<file path="config.mk">
export PLATFORM = sky130hd
export DESIGN_NAME = triangle_tangent_bitangent_top
export DESIGN_NICKNAME = d
export VERILOG_FILES = /design/src/sv/ttb_pkg.sv /design/src/sv/triangle_tangent_bitangent_top.sv
export SDC_FILE = /design/constraint.sdc
export NUM_CORES = 2
export LEC_CHECK = 0
export BUFFER_PORTS_ARGS = -buffer_cell sky130_fd_sc_hd__buf_2
export CORE_MARGIN = 2
export CORE_UTILIZATION = 40
export DETAILED_ROUTE_END_ITERATION = 8
export GPL_TIMING_DRIVEN = 1
export PLACE_DENSITY = 0.67
export REMOVE_ABC_BUFFERS = 1
export SKIP_CTS_REPAIR_TIMING = 1
export SLEW_MARGIN = 20
export SYNTH_ARGS = -nofsm -noshare
export SYNTH_HDL_FRONTEND = slang
export SYNTH_SLANG_ARGS = --single-unit
</file>
<file path="constraint.sdc">
create_clock -name clk -period 51.5 [get_ports clk]
set_input_delay 5.15 -clock clk [delete_from_list [all_inputs] [get_ports clk]]
set_output_delay 5.15 -clock clk [all_outputs]
set_load 0.01 [all_outputs]
</file>
<file path="src/sv/ttb_pkg.sv">
`default_nettype none
package ttb_pkg;
    localparam int CoordW = 16;
    localparam int DeltaW = 17;
    localparam int ProdW  = 34;
    localparam int VecW   = 35;
    localparam int MagW   = 34;
    localparam int NormW  = 30;
    localparam int SumW   = 62;
    localparam int RootW  = 31;
    localparam int OutW   = 16;
    localparam int InDataW  = 80;
    localparam int OutDataW = 96;
    localparam int UnitOne  = 16384;
endpackage
`default_nettype wire

</file>
<file path="src/sv/triangle_tangent_bitangent_top.sv">
// The third corner of a triangle starts the computation, which ends early with a degenerate result
// or runs through normalize, square, square root and divide for a full basis.
// The first two corners give no result.
// One triangle at a time: no corners are taken until the computation is done; the serial
// multiply, square, square root and divide steps run one after another.
// The finished result waits in an output register; corners are taken meanwhile while idle.
// Reset (rst_n low, asynchronous) clears the state, the corner count and the output valid flag.
`default_nettype none
module triangle_tangent_bitangent_top (
    input  wire logic        clk,
    input  wire logic        rst_n,
    input  wire logic        s_tvalid,
    output logic             s_tready,
    // pos_x, pos_y, pos_z, tex_u, tex_v
    input  wire logic [79:0] s_tdata,
    output logic             m_tvalid,
    input  wire logic        m_tready,
    // tangent_x, tangent_y, tangent_z, bitangent_x, bitangent_y, bitangent_z
    output logic [95:0]      m_tdata,
    // degenerate
    output logic             m_tuser
);
    import ttb_pkg::*;

    typedef enum logic [8:0] {
        S_IDLE = 9'b000000001,
        S_MUL  = 9'b000000010,
        S_VEC  = 9'b000000100,
        S_NORM = 9'b000001000,
        S_SQ   = 9'b000010000,
        S_SQRT = 9'b000100000,
        S_DIV  = 9'b001000000,
        S_NEXT = 9'b010000000,
        S_OUT  = 9'b100000000
    } state_t;

    state_t state_reg;
    logic [1:0] count_reg;
    logic signed [CoordW-1:0] hp_reg [6];
    logic signed [CoordW-1:0] ht_reg [4];
    logic signed [DeltaW-1:0] d_reg [10]; // dp1 xyz, dp2 xyz, du1 dv1 du2 dv2
    logic signed [ProdW-1:0] prod_reg [14];
    logic signed [VecW-1:0] vec_reg [6];
    logic signed [VecW:0] det_reg;
    logic [4:0] pidx_reg;
    logic [5:0] bcnt_reg;
    // shift-add multiplier
    logic [ProdW-1:0] macc_reg;
    logic [DeltaW-1:0] mplr_reg;
    logic [ProdW-1:0] mcand_reg;
    logic mneg_reg;
    // normalize of one vector
    logic vsel_reg;
    logic [1:0] cidx_reg;
    logic [MagW-1:0] mag_reg [3];
    logic neg_reg [3];
    logic [SumW-1:0] sum_reg;
    logic [SumW-1:0] rem_reg;
    logic [SumW-1:0] root_reg;
    logic [SumW+1:0] bit_reg;
    logic [NormW+14:0] dnum_reg;
    logic [RootW:0] drem_reg;
    logic [OutW-1:0] res_reg [6];
    logic deg_reg;
    logic out_v_reg;
    logic [OutW-1:0] out_res_reg [6];
    logic out_deg_reg;

    function automatic logic signed [DeltaW-1:0] sub16(input logic signed [CoordW-1:0] a,
                                                       input logic signed [CoordW-1:0] b);
        sub16 = DeltaW'(a) - DeltaW'(b);
    endfunction

    // operand pairs for the fourteen products
    logic [3:0] op_a, op_b;
    always_comb
    begin
        op_a = 4'd0; op_b = 4'd0;
        case (pidx_reg)
            5'd0: begin op_a = 4'd6; op_b = 4'd9; end
            5'd1: begin op_a = 4'd8; op_b = 4'd7; end
            5'd2: begin op_a = 4'd0; op_b = 4'd9; end
            5'd3: begin op_a = 4'd3; op_b = 4'd7; end
            5'd4: begin op_a = 4'd1; op_b = 4'd9; end
            5'd5: begin op_a = 4'd4; op_b = 4'd7; end
            5'd6: begin op_a = 4'd2; op_b = 4'd9; end
            5'd7: begin op_a = 4'd5; op_b = 4'd7; end
            5'd8: begin op_a = 4'd3; op_b = 4'd6; end
            5'd9: begin op_a = 4'd0; op_b = 4'd8; end
            5'd10: begin op_a = 4'd4; op_b = 4'd6; end
            5'd11: begin op_a = 4'd1; op_b = 4'd8; end
            5'd12: begin op_a = 4'd5; op_b = 4'd6; end
            5'd13: begin op_a = 4'd2; op_b = 4'd8; end
            default: begin op_a = 4'd0; op_b = 4'd0; end
        endcase
    end

    logic signed [DeltaW-1:0] ma, mb;
    assign ma = d_reg[op_a];
    assign mb = d_reg[op_b];

    logic signed [VecW:0] det_w;
    assign det_w = (VecW+1)'(prod_reg[0]) - (VecW+1)'(prod_reg[1]);

    logic accept;
    assign s_tready = (state_reg == S_IDLE);
    assign accept = s_tvalid && s_tready;

    logic signed [CoordW-1:0] in_f [5];
    always_comb
    begin
        for (int i = 0; i < 5; i++)
            in_f[i] = s_tdata[i*16 +: 16];
    end

    // OR of the magnitudes has the same leading bit as their max
    logic [MagW-1:0] big;
    always_comb
    begin
        big = '0;
        for (int i = 0; i < 3; i++)
            big = big | mag_reg[i];
    end

    logic [SumW-1:0] try_w;
    assign try_w = root_reg + bit_reg[SumW-1:0];
    logic [RootW:0] dsh;
    assign dsh = {drem_reg[RootW-1:0], dnum_reg[NormW+14]};

    always_ff @(posedge clk or negedge rst_n)
    begin
        if (!rst_n)
        begin
            state_reg <= S_IDLE;
            count_reg <= 2'd0;
            out_v_reg <= 1'b0;
        end
        else
        begin
            if (out_v_reg && m_tready) out_v_reg <= 1'b0;
            case (state_reg)
                S_IDLE:
                    if (accept)
                    begin
                        if (count_reg != 2'd2)
                        begin
                            count_reg <= count_reg + 2'd1;
                        end
                        else
                        begin
                            count_reg <= 2'd0;
                            state_reg <= S_MUL;
                        end
                    end
                S_MUL:
                    if (bcnt_reg == 6'(DeltaW+1) && pidx_reg == 5'd13) state_reg <= S_VEC;
                S_VEC:
                    state_reg <= (det_w == 0) ? S_OUT : S_NORM;
                S_NORM:
                    if (bcnt_reg == 6'd63 && (big == 0 ||
                        (big < (MagW'(1) << 30) && big >= (MagW'(1) << 29))))
                        state_reg <= (big == 0) ? S_NEXT : S_SQ;
                S_SQ:
                    if (bcnt_reg == 6'(NormW) && cidx_reg == 2'd2) state_reg <= S_SQRT;
                S_SQRT:
                    if (bit_reg == 0) state_reg <= S_DIV;
                S_DIV:
                    if (bcnt_reg == 6'(NormW+15) && cidx_reg == 2'd2) state_reg <= S_NEXT;
                S_NEXT:
                    state_reg <= vsel_reg ? S_OUT : S_NORM;
                S_OUT:
                    if (!out_v_reg)
                    begin
                        out_v_reg <= 1'b1;
                        state_reg <= S_IDLE;
                    end
                default: state_reg <= S_IDLE;
            endcase
        end
    end

    always_ff @(posedge clk)
    begin
        case (state_reg)
            S_IDLE:
                if (accept)
                begin
                    if (count_reg != 2'd2)
                    begin
                        for (int i = 0; i < 3; i++) hp_reg[count_reg[0]*3 + i] <= in_f[i];
                        ht_reg[count_reg[0]*2]     <= in_f[3];
                        ht_reg[count_reg[0]*2 + 1] <= in_f[4];
                    end
                    else
                    begin
                        for (int i = 0; i < 3; i++)
                        begin
                            d_reg[i]   <= sub16(hp_reg[3+i], hp_reg[i]);
                            d_reg[3+i] <= sub16(in_f[i], hp_reg[i]);
                        end
                        d_reg[6] <= sub16(ht_reg[2], ht_reg[0]);
                        d_reg[7] <= sub16(ht_reg[3], ht_reg[1]);
                        d_reg[8] <= sub16(in_f[3], ht_reg[0]);
                        d_reg[9] <= sub16(in_f[4], ht_reg[1]);
                        pidx_reg <= 5'd0;
                        bcnt_reg <= 6'd0;
                        vsel_reg <= 1'b0;
                    end
                end
            S_MUL:
            begin
                // one multiplier bit per cycle on magnitudes, sign fixed at the end
                if (bcnt_reg == 6'd0)
                begin
                    macc_reg  <= '0;
                    mplr_reg  <= ma[DeltaW-1] ? DeltaW'(-ma) : DeltaW'(ma);
                    mcand_reg <= mb[DeltaW-1] ? ProdW'(-DeltaW'(mb)) & {{(ProdW-DeltaW){1'b0}},
                                 {DeltaW{1'b1}}} : ProdW'(DeltaW'(mb));
                    mneg_reg  <= ma[DeltaW-1] ^ mb[DeltaW-1];
                    bcnt_reg  <= 6'd1;
                end
                else if (bcnt_reg != 6'(DeltaW+1))
                begin
                    if (mplr_reg[0]) macc_reg <= macc_reg + mcand_reg;
                    mplr_reg  <= mplr_reg >> 1;
                    mcand_reg <= mcand_reg << 1;
                    bcnt_reg  <= bcnt_reg + 6'd1;
                end
                else
                begin
                    prod_reg[pidx_reg[3:0]] <= mneg_reg ? -$signed(macc_reg) : $signed(macc_reg);
                    pidx_reg <= pidx_reg + 5'd1;
                    bcnt_reg <= 6'd0;
                end
            end
            S_VEC:
            begin
                det_reg <= det_w;
                for (int i = 0; i < 3; i++)
                begin
                    vec_reg[i]   <= VecW'(prod_reg[2+2*i]) - VecW'(prod_reg[3+2*i]);
                    vec_reg[3+i] <= VecW'(prod_reg[8+2*i]) - VecW'(prod_reg[9+2*i]);
                end
                deg_reg <= (det_w == 0);
                vsel_reg <= 1'b0;
            end
            S_NORM:
            begin
                if (bcnt_reg != 6'd63)
                begin
                    // load magnitudes of the selected vector
                    for (int i = 0; i < 3; i++)
                    begin
                        mag_reg[i] <= vec_reg[vsel_reg*3+i][VecW-1] ?
                                      MagW'(-vec_reg[vsel_reg*3+i]) : MagW'(vec_reg[vsel_reg*3+i]);
                        neg_reg[i] <= vec_reg[vsel_reg*3+i][VecW-1] ^ det_reg[VecW];
                    end
                    bcnt_reg <= 6'd63;
                end
                else if (big != 0 && big < (MagW'(1) << 29))
                begin
                    for (int i = 0; i < 3; i++) mag_reg[i] <= mag_reg[i] << 1;
                end
                else if (big >= (MagW'(1) << 30))
                begin
                    for (int i = 0; i < 3; i++) mag_reg[i] <= mag_reg[i] >> 1;
                end
                else
                begin
                    sum_reg  <= '0;
                    cidx_reg <= 2'd0;
                    bcnt_reg <= 6'd0;
                    if (big == 0)
                        for (int i = 0; i < 3; i++) res_reg[vsel_reg*3+i] <= '0;
                end
            end
            S_SQ:
            begin
                // squares by shift-add, one bit per cycle
                if (bcnt_reg == 6'd0)
                begin
                    macc_reg <= '0;
                    mcand_reg <= '0;
                    dnum_reg <= (NormW+15)'(mag_reg[cidx_reg]);
                    bcnt_reg <= 6'd1;
                    rem_reg <= SumW'(mag_reg[cidx_reg][NormW-1:0]);
                    root_reg <= '0;
                end
                else if (bcnt_reg != 6'(NormW))
                begin
                    if (dnum_reg[0])
                        sum_reg <= sum_reg + rem_reg;
                    dnum_reg <= dnum_reg >> 1;
                    rem_reg  <= rem_reg << 1;
                    bcnt_reg <= bcnt_reg + 6'd1;
                end
                else
                begin
                    bcnt_reg <= 6'd0;
                    cidx_reg <= cidx_reg + 2'd1;
                    if (cidx_reg == 2'd2)
                    begin
                        rem_reg  <= dnum_reg[0] ? sum_reg + rem_reg : sum_reg;
                        root_reg <= '0;
                        bit_reg  <= (SumW+2)'(1) << 60;
                    end
                    else if (dnum_reg[0])
                        sum_reg <= sum_reg + rem_reg;
                end
            end
            S_SQRT:
            begin
                if (bit_reg != 0)
                begin
                    if (rem_reg >= try_w)
                    begin
                        rem_reg  <= rem_reg - try_w;
                        root_reg <= (root_reg >> 1) + bit_reg[SumW-1:0];
                    end
                    else
                        root_reg <= root_reg >> 1;
                    bit_reg <= bit_reg >> 2;
                end
                if (bit_reg == 0)
                begin
                    cidx_reg <= 2'd0;
                    bcnt_reg <= 6'd0;
                end
            end
            S_DIV:
            begin
                // restoring divide of mag*16384 + n/2 by n, one quotient bit per cycle
                if (bcnt_reg == 6'd0)
                begin
                    dnum_reg <= ((NormW+15)'(mag_reg[cidx_reg]) << 14) +
                                (NormW+15)'(root_reg >> 1);
                    drem_reg <= '0;
                    bcnt_reg <= 6'd1;
                end
                else if (bcnt_reg <= 6'(NormW+15))
                begin
                    if (dsh >= (RootW+1)'(root_reg))
                    begin
                        drem_reg <= dsh - (RootW+1)'(root_reg);
                        dnum_reg <= {dnum_reg[NormW+13:0], 1'b1};
                    end
                    else
                    begin
                        drem_reg <= dsh;
                        dnum_reg <= {dnum_reg[NormW+13:0], 1'b0};
                    end
                    if (bcnt_reg == 6'(NormW+15))
                    begin
                        res_reg[vsel_reg*3+cidx_reg] <= neg_reg[cidx_reg] ?
                            OutW'(-{dnum_reg[OutW-2:0], dsh >= (RootW+1)'(root_reg)}) :
                            OutW'({dnum_reg[OutW-2:0], dsh >= (RootW+1)'(root_reg)});
                        cidx_reg <= cidx_reg + 2'd1;
                        bcnt_reg <= 6'd0;
                    end
                    else
                        bcnt_reg <= bcnt_reg + 6'd1;
                end
            end
            S_NEXT:
            begin
                vsel_reg <= 1'b1;
                bcnt_reg <= 6'd0;
            end
            S_OUT:
                if (!out_v_reg)
                begin
                    // a degenerate triangle drives both vectors to zero
                    for (int i = 0; i < 6; i++) out_res_reg[i] <= deg_reg ? '0 : res_reg[i];
                    out_deg_reg <= deg_reg;
                end
            default: ;
        endcase
    end

    assign m_tvalid = out_v_reg;
    assign m_tuser  = out_deg_reg;
    always_comb
    begin
        for (int i = 0; i < 6; i++) m_tdata[i*16 +: 16] = out_res_reg[i];
    end

    assert property (@(posedge clk) disable iff (!rst_n)
        (m_tvalid && !m_tready) |=> (m_tvalid && $stable(m_tdata) && $stable(m_tuser)))
        else $error("result changed while held");
    assert property (@(posedge clk) disable iff (!rst_n)
        (count_reg != 2'd3)) else $error("corner count out of range");
    assert property (@(posedge clk) disable iff (!rst_n)
        (state_reg != S_IDLE) |-> count_reg == 2'd0) else $error("count not cleared");
endmodule
`default_nettype wire
</file>
### Yosys cells after proc, flatten, opt, wreduce, memory -nomap -nowiden

Memory sizes are Yosys's and may differ from the RTL's. A register that Yosys moved wholly into a read port is not among the register bits.
Cells that the tools add are included.

* bits of input ports: 84
* register bits after elaboration: 476
* memory bits (read-only): 128
* output and inout port bits: 99
* memories: 10
* RAM bits: 1313
* logic and storage cells: 344

Memory list
* prod_reg: depth 14, width 34, rd ports 14, clocked after Yosys merged registers in 0, wr ports 1, RTL line triangle_tangent_bitangent_top.sv:42 `logic signed [ProdW-1:0] prod_reg [14];`
* vec_reg: depth 6, width 35, rd ports 3, clocked after Yosys merged registers in 0, wr ports 6, RTL line triangle_tangent_bitangent_top.sv:43 `logic signed [VecW-1:0] vec_reg [6];`
* d_reg: depth 10, width 17, rd ports 2, clocked after Yosys merged registers in 0, wr ports 10, RTL line triangle_tangent_bitangent_top.sv:41 `logic signed [DeltaW-1:0] d_reg [10];`
* (name not given): depth 16, width 8, rd ports 1, clocked after Yosys merged registers in 1, wr ports 0, RTL line triangle_tangent_bitangent_top.sv:79 `case (pidx_reg)`
* mag_reg: depth 3, width 34, rd ports 4, clocked after Yosys merged registers in 1, wr ports 3, RTL line triangle_tangent_bitangent_top.sv:55 `logic [MagW-1:0] mag_reg [3];`
* hp_reg: depth 6, width 16, rd ports 6, clocked after Yosys merged registers in 0, wr ports 3, RTL line triangle_tangent_bitangent_top.sv:39 `logic signed [CoordW-1:0] hp_reg [6];`
* +4 memories

* equal/unequal tests: 51
* reduce and logical (&&, ||, !) cells: 43
* mux-type cells: 157
* $lt $le $gt $ge: 7
* bitwise gates (word level): 13
* add/sub/neg operators: 41
* multiply operators: 2

Operator list (number)
* 62-bit 2-to-1 mux: 17
* 34-bit 2-to-1 mux: 16
* 62-bit case mux with 2 select lines: 3
* 64-bit 2-to-1 mux: 4
* 34-bit by 34-bit subtractor with 35-bit output: 7
* 45-bit 2-to-1 mux: 4
* 16-bit by 16-bit subtractor with 17-bit output: 10
* 34-bit negation: 4
* 34-bit case mux with 2 select lines: 2
* 16-bit 2-to-1 mux: 8
* 64-bit case mux with 2 select lines: 1
* 62-bit adder: 2
* 9-bit 2-to-1 mux: 10
* 45-bit case mux with 2 select lines: 1
* 9-bit case mux with 9 select lines: 1
* 6-bit 2-to-1 mux: 13
* 17-bit 2-to-1 mux: 4
* 34-bit bitwise OR: 2
* 64-bit zero test: 1
* 64-bit nonzero test: 1
* 61-bit by 62-bit adder with 62-bit output: 1
* 62-bit >= comparator: 1
* 31-bit 2-to-1 mux: 2
* 62-bit subtractor: 1
* 69 further kinds: 198

### Logic depth before layout (Yosys ltp)

An unclocked memory read counts as a cell.

* word-level depth: 11
* gate-level depth with buffers: 30
* gate-level depth less buffers: 27

### Worst setup path before layout

No wires, ideal clock.

* path kind: register to register
* start point: register state_reg[5]
* end point: register state_reg[8]
* library setup time: 0.155 ns
* required time: 51.345 ns
* setup slack: 33.524 ns
* buffers on the path: 0
* data arrival time: 17.821 ns
* period minus slack after synthesis: 17.976 ns
* stages on the path, launching flop included: 7
* cell sequence: dfrtp_1 -> nor2_1 -> nand2_1 -> nor3_1 -> nand2b_1 -> nor3b_1 -> a221o_1

* cells in the longest elaborated chain, start to end: 4

RTL lines
* start: declaration: RTL line triangle_tangent_bitangent_top.sv:37 `state_t state_reg;`
* start signal: assignment: RTL line triangle_tangent_bitangent_top.sv:158 `state_reg <= (det_w == 0) ? S_OUT : S_NORM;`
* start signal: assignment: RTL line triangle_tangent_bitangent_top.sv:162 `state_reg <= (big == 0) ? S_NEXT : S_SQ;`
* start signal: assignment: RTL line triangle_tangent_bitangent_top.sv:170 `state_reg <= vsel_reg ? S_OUT : S_NORM;`
* 9-bit by 1-bit equality test with 1-bit output: RTL line triangle_tangent_bitangent_top.sv:106, triangle_tangent_bitangent_top.sv:141
* 1-bit logical AND: RTL line triangle_tangent_bitangent_top.sv:107 `assign accept = s_tvalid && s_tready;`
* 2-bit by 1-bit inequality test with 1-bit output (no source line)
* 8-bit AND reduction (no source line)

Several ways; a longest one is shown, not always the timed one.
A chain may end at the register's enable or synchronous reset.

### Worst setup path in the final report

* start point: register root_reg[2]
* end point: register rem_reg[29] (enable)

* cells in the longest elaborated chain, start to end: 4

RTL lines
* start: declaration: RTL line triangle_tangent_bitangent_top.sv:59 `logic [SumW-1:0] root_reg;`
* start signal: assignment: RTL line triangle_tangent_bitangent_top.sv:318 `root_reg <= (root_reg >> 1) + bit_reg[SumW-1:0];`
* start signal: assignment: RTL line triangle_tangent_bitangent_top.sv:321 `root_reg <= root_reg >> 1;`
* 62-bit adder: RTL line triangle_tangent_bitangent_top.sv:126 `assign try_w = root_reg + bit_reg[SumW-1:0];`
* 62-bit >= comparator: RTL line triangle_tangent_bitangent_top.sv:315 `if (rem_reg >= try_w)`
* 2-bit inequality test (no source line)
* 4-bit AND reduction (no source line)
* end signal: assignment: RTL line triangle_tangent_bitangent_top.sv:294 `rem_reg <= rem_reg << 1;`
* end signal: assignment: RTL line triangle_tangent_bitangent_top.sv:303 `rem_reg <= dnum_reg[0] ? sum_reg + rem_reg : sum_reg;`
* end signal: assignment: RTL line triangle_tangent_bitangent_top.sv:317 `rem_reg <= rem_reg - try_w;`
* end: declaration: RTL line triangle_tangent_bitangent_top.sv:58 `logic [SumW-1:0] rem_reg;`

Every way passes these cells.

==> impl_results.md <==
* TritonCTS buffer count at 190
* Leakage power at 0.0452 uW
* Placed Area at 110000 um2
* Clk buf depth at 3
* Main flop type after synthesis: edfxtp_1
* Vias in the first global route at 77946
* Net Switching at 1180 uW
* H-tree depth at 4
* Vias per inst at 5.66
* Vias after detailed routing at 79743
* Pint at 2770 uW
* Initial antenna violation count at 23
* Post-synth ARST share at 0.694%
* Post-synth top area cell: edfxtp_1
* Core area at 262000 um2
* Flop pwr share at roughly 43%
* Fin util at 44.7%
* Die Footprint at 267000 um2
* Clock sink count at 1730
* Final Wtd Congestion at 0.965
* Setup_tns at 0 ns
* IO buf count at around 180
* Actual slew at the worst max-slew pin at around 1.2 ns
* Global-route wire length before repair at 455 mm
* Worst setup path class: reg2reg
* Syn. warnings at 0
* Worst min-delay path class: reg2reg
* Count leader, synth: edfxtp_1
* Pre-CTS WS at 42.86 ns
* Fin. max-slew vios at 0
* Area contributors post-synth: edfxtp_1 47%, ha_1 8.4%, a21oi_1 4.3%, xnor2_1 3.9%, nor2_1 3.6%
* WL final at 299 mm
* Switching share of power at between 20% and 30%
* Worst-skew pair later-pin latency at 0.88 ns
* Worst VDD drop at 0.0354 mV
* Starting Density at approximately 40%
* RSZ-0062 raised after global routing: false
* Placed cells at 13727
* Cell area after layout at between 100000 and 150000 um2
* Count of flip-flops with a built-in enable after synthesis at 1645
* Synth cell types at ~100
* Final hold violation count at 0
* Cells after Synth at 10259
* Initial DRT Pass Iterations at 6
* Layout cells sized above 1 at 7.58%
* Maxcap violations at 0
* Status: finished, final reports clean
* Slew HR at 23.1%
* Hpwl dp at 219 mm
* Die Span Y at 517 um
* Post-Layout Cell Count at ~14000
* Remaining Overflow, GRT at 0
* Critical path startpoint category: flip-flop
* Setup Skew at ~0.1 ns
* Post-detailed-route count of antenna-violating nets at 0
* Required @ worst endpoint at a little over 50 ns
* Pin count of the biggest net entering global routing at 147
* Min Tclk post-route at 8.20 ns
* Area Overhead vs Synth at 11.3%
* Final #Nets at 11213
* Arrival time worst endpoint at 8.66 ns
* Die X-Extent at 517 um
* Post-synth top cells: 1645 x edfxtp_1, 995 x nor2_1, 899 x a21oi_1
* Wire per inst at 21.2 um
* Post-synthesis sequential area ratio at about half
* Seq cells post-synth at around 1700
* CP Max Fanout at 62
* Residual DRC at 0
* Clk pwr share at 36.6%
* Rows at 188
* CP endpoint kind: flip-flop
* I/O pin count at 183
* CTS tree: done
* Gr usage total at 21.9%
* Largest register FFs at 476
* Gate power share at 20.7%
* Power per cell area at 33.8 nW/um2
* Final setup viols at 0
* Clock transition at the registers of the reported paths at 0.06 ns
* Final setup margin at between 40 and 50 ns
* Root buffer cell: clkbuf_16
* Yosys top cell area share at 47.0%
* Max Clock Freq at 122 MHz
* Initial DRC Count at 7630
* Final period utilization at 15.9%
* Area of the mapped netlist at 105000 um2
* Mean post-synth cell area at 10.2 um2
==> cell type report <==
type	instances	area [um2]
antenna	3	7.51
clock buffer	218	4860
clock inverter	139	1790
fill	24228	145000
inverter	660	2490
multi-input combinational	7521	50400
sequential	1730	51200
tap	3515	4400
timing repair buffer	301	1850
==> cells by family after synthesis <==
logic type               share of synthesized area [%]
AO/OA/AOI/OAI                                     15.9
XOR/XNOR                                          5.90
adder cells (fa/ha/maj)                           8.80
buffers and inverters                             3.69
flip-flops                                        48.7
multiplexers                                      3.28
AND/OR/NAND/NOR                                   13.7
==> layout by cell type (no fill, tap or decap), types with 37 or more instances in the layout <==
| master | instances |
|---|---|
| nor2b_1 | 225 |
| a21o_1 | 255 |
| nor3_1 | 219 |
| dfxtp_1 | 69 |
| o31ai_1 | 45 |
| o21ai_0 | 559 |
| clkbuf_16 | 190 |
| nand3_1 | 161 |
| and3_1 | 68 |
| a31oi_1 | 141 |
| nand4_1 | 80 |
| xor2_1 | 234 |
| buf_2 | 182 |
| a21oi_1 | 898 |
| and2_1 | 106 |
| inv_1 | 655 |
| or3_1 | 87 |
| nand2b_1 | 98 |
| o211ai_1 | 56 |
| clkinv_1 | 37 |
| mux2i_1 | 244 |
| nand2_1 | 871 |
| o21bai_1 | 85 |
| or2_2 | 43 |
| a21boi_0 | 90 |
| edfxtp_1 | 1645 |
| nor2_1 | 990 |
| nor4_1 | 63 |
| xnor2_1 | 463 |
| o21a_1 | 94 |
| a211oi_1 | 126 |
| buf_4 | 116 |
| ha_1 | 702 |
==> power groups by stage <==
stage	clock, uW	sequential [uW]	combinational [uW]
after CTS	1470	1690	814
after global routing	1520	1690	895
after detailed placement	0	1720	809
after global placement	0	1710	788
final	1450	1690	817
after floorplan	0	1730	532
==> metal layers <==
layer	up-vias	wire, um	track usage [%]
li1	37795	-	-
met1	38713	125000	28.4
met4	24	12500	8.89
met3	570	19700	3.12
met2	2641	141000	36.5
met5	-	161	0
==> critical path: stages, from the launching register on <==
cell	delay, ns
edfxtp_1	0.49
ha_1	0.39
a31oi_1	0.14
o21bai_1	0.40
a31oi_1	0.23
o21ai_0	0.60
a21boi_0	0.27
o21bai_1	0.41
inv_1	0.07
o21ai_0	0.47
a311oi_1	0.23
o21ba_2	0.26
o21bai_1	0.16
xnor2_1	0.09
ha_1	0.42
a21o_1	0.22
a21oi_1	0.15
o21bai_1	0.10
a21o_1	0.19
a21oi_1	0.16
nor2b_1	0.06
o21ai_0	0.34
a31oi_4	0.17
o21bai_4	0.50
and2_4	0.71
a221oi_4	0.11
buf_4	0.41
==> final timing paths <==
check | startpoint | end | slack [ns] | cells after the start
max | root_reg[2]$_SDFFCE_PN0P_ | rem_reg[29]$_DFFE_PP_ | 43.30 | 26
min | res_reg[2][1]$_SDFFE_PP0P_ | res_reg[2][1]$_SDFFE_PP0P_ | 0.45 | 2
max reg2reg | root_reg[2]$_SDFFCE_PN0P_ | rem_reg[29]$_DFFE_PP_ | 43.30 | 26
min reg2reg | res_reg[2][1]$_SDFFE_PP0P_ | res_reg[2][1]$_SDFFE_PP0P_ | 0.45 | 2
max in group asynchronous | rst_n | state_reg[0]$_DFFE_PN1P_ | 47.03 | 1
min in group asynchronous | rst_n | state_reg[6]$_DFFE_PN0P_ | 4.16 | 1
==> stage by stage <==
step	total power [uW]	hold WS, ns
2_1_floorplan	2270	0.427
3_3_place_gp	2500	0.434
3_5_place_dp	2520	0.440
4_1_cts	3970	0.449
5_1_grt	4110	0.467
6_report	3950	0.449
No activity file was read; power rests on OpenSTA's default activity.
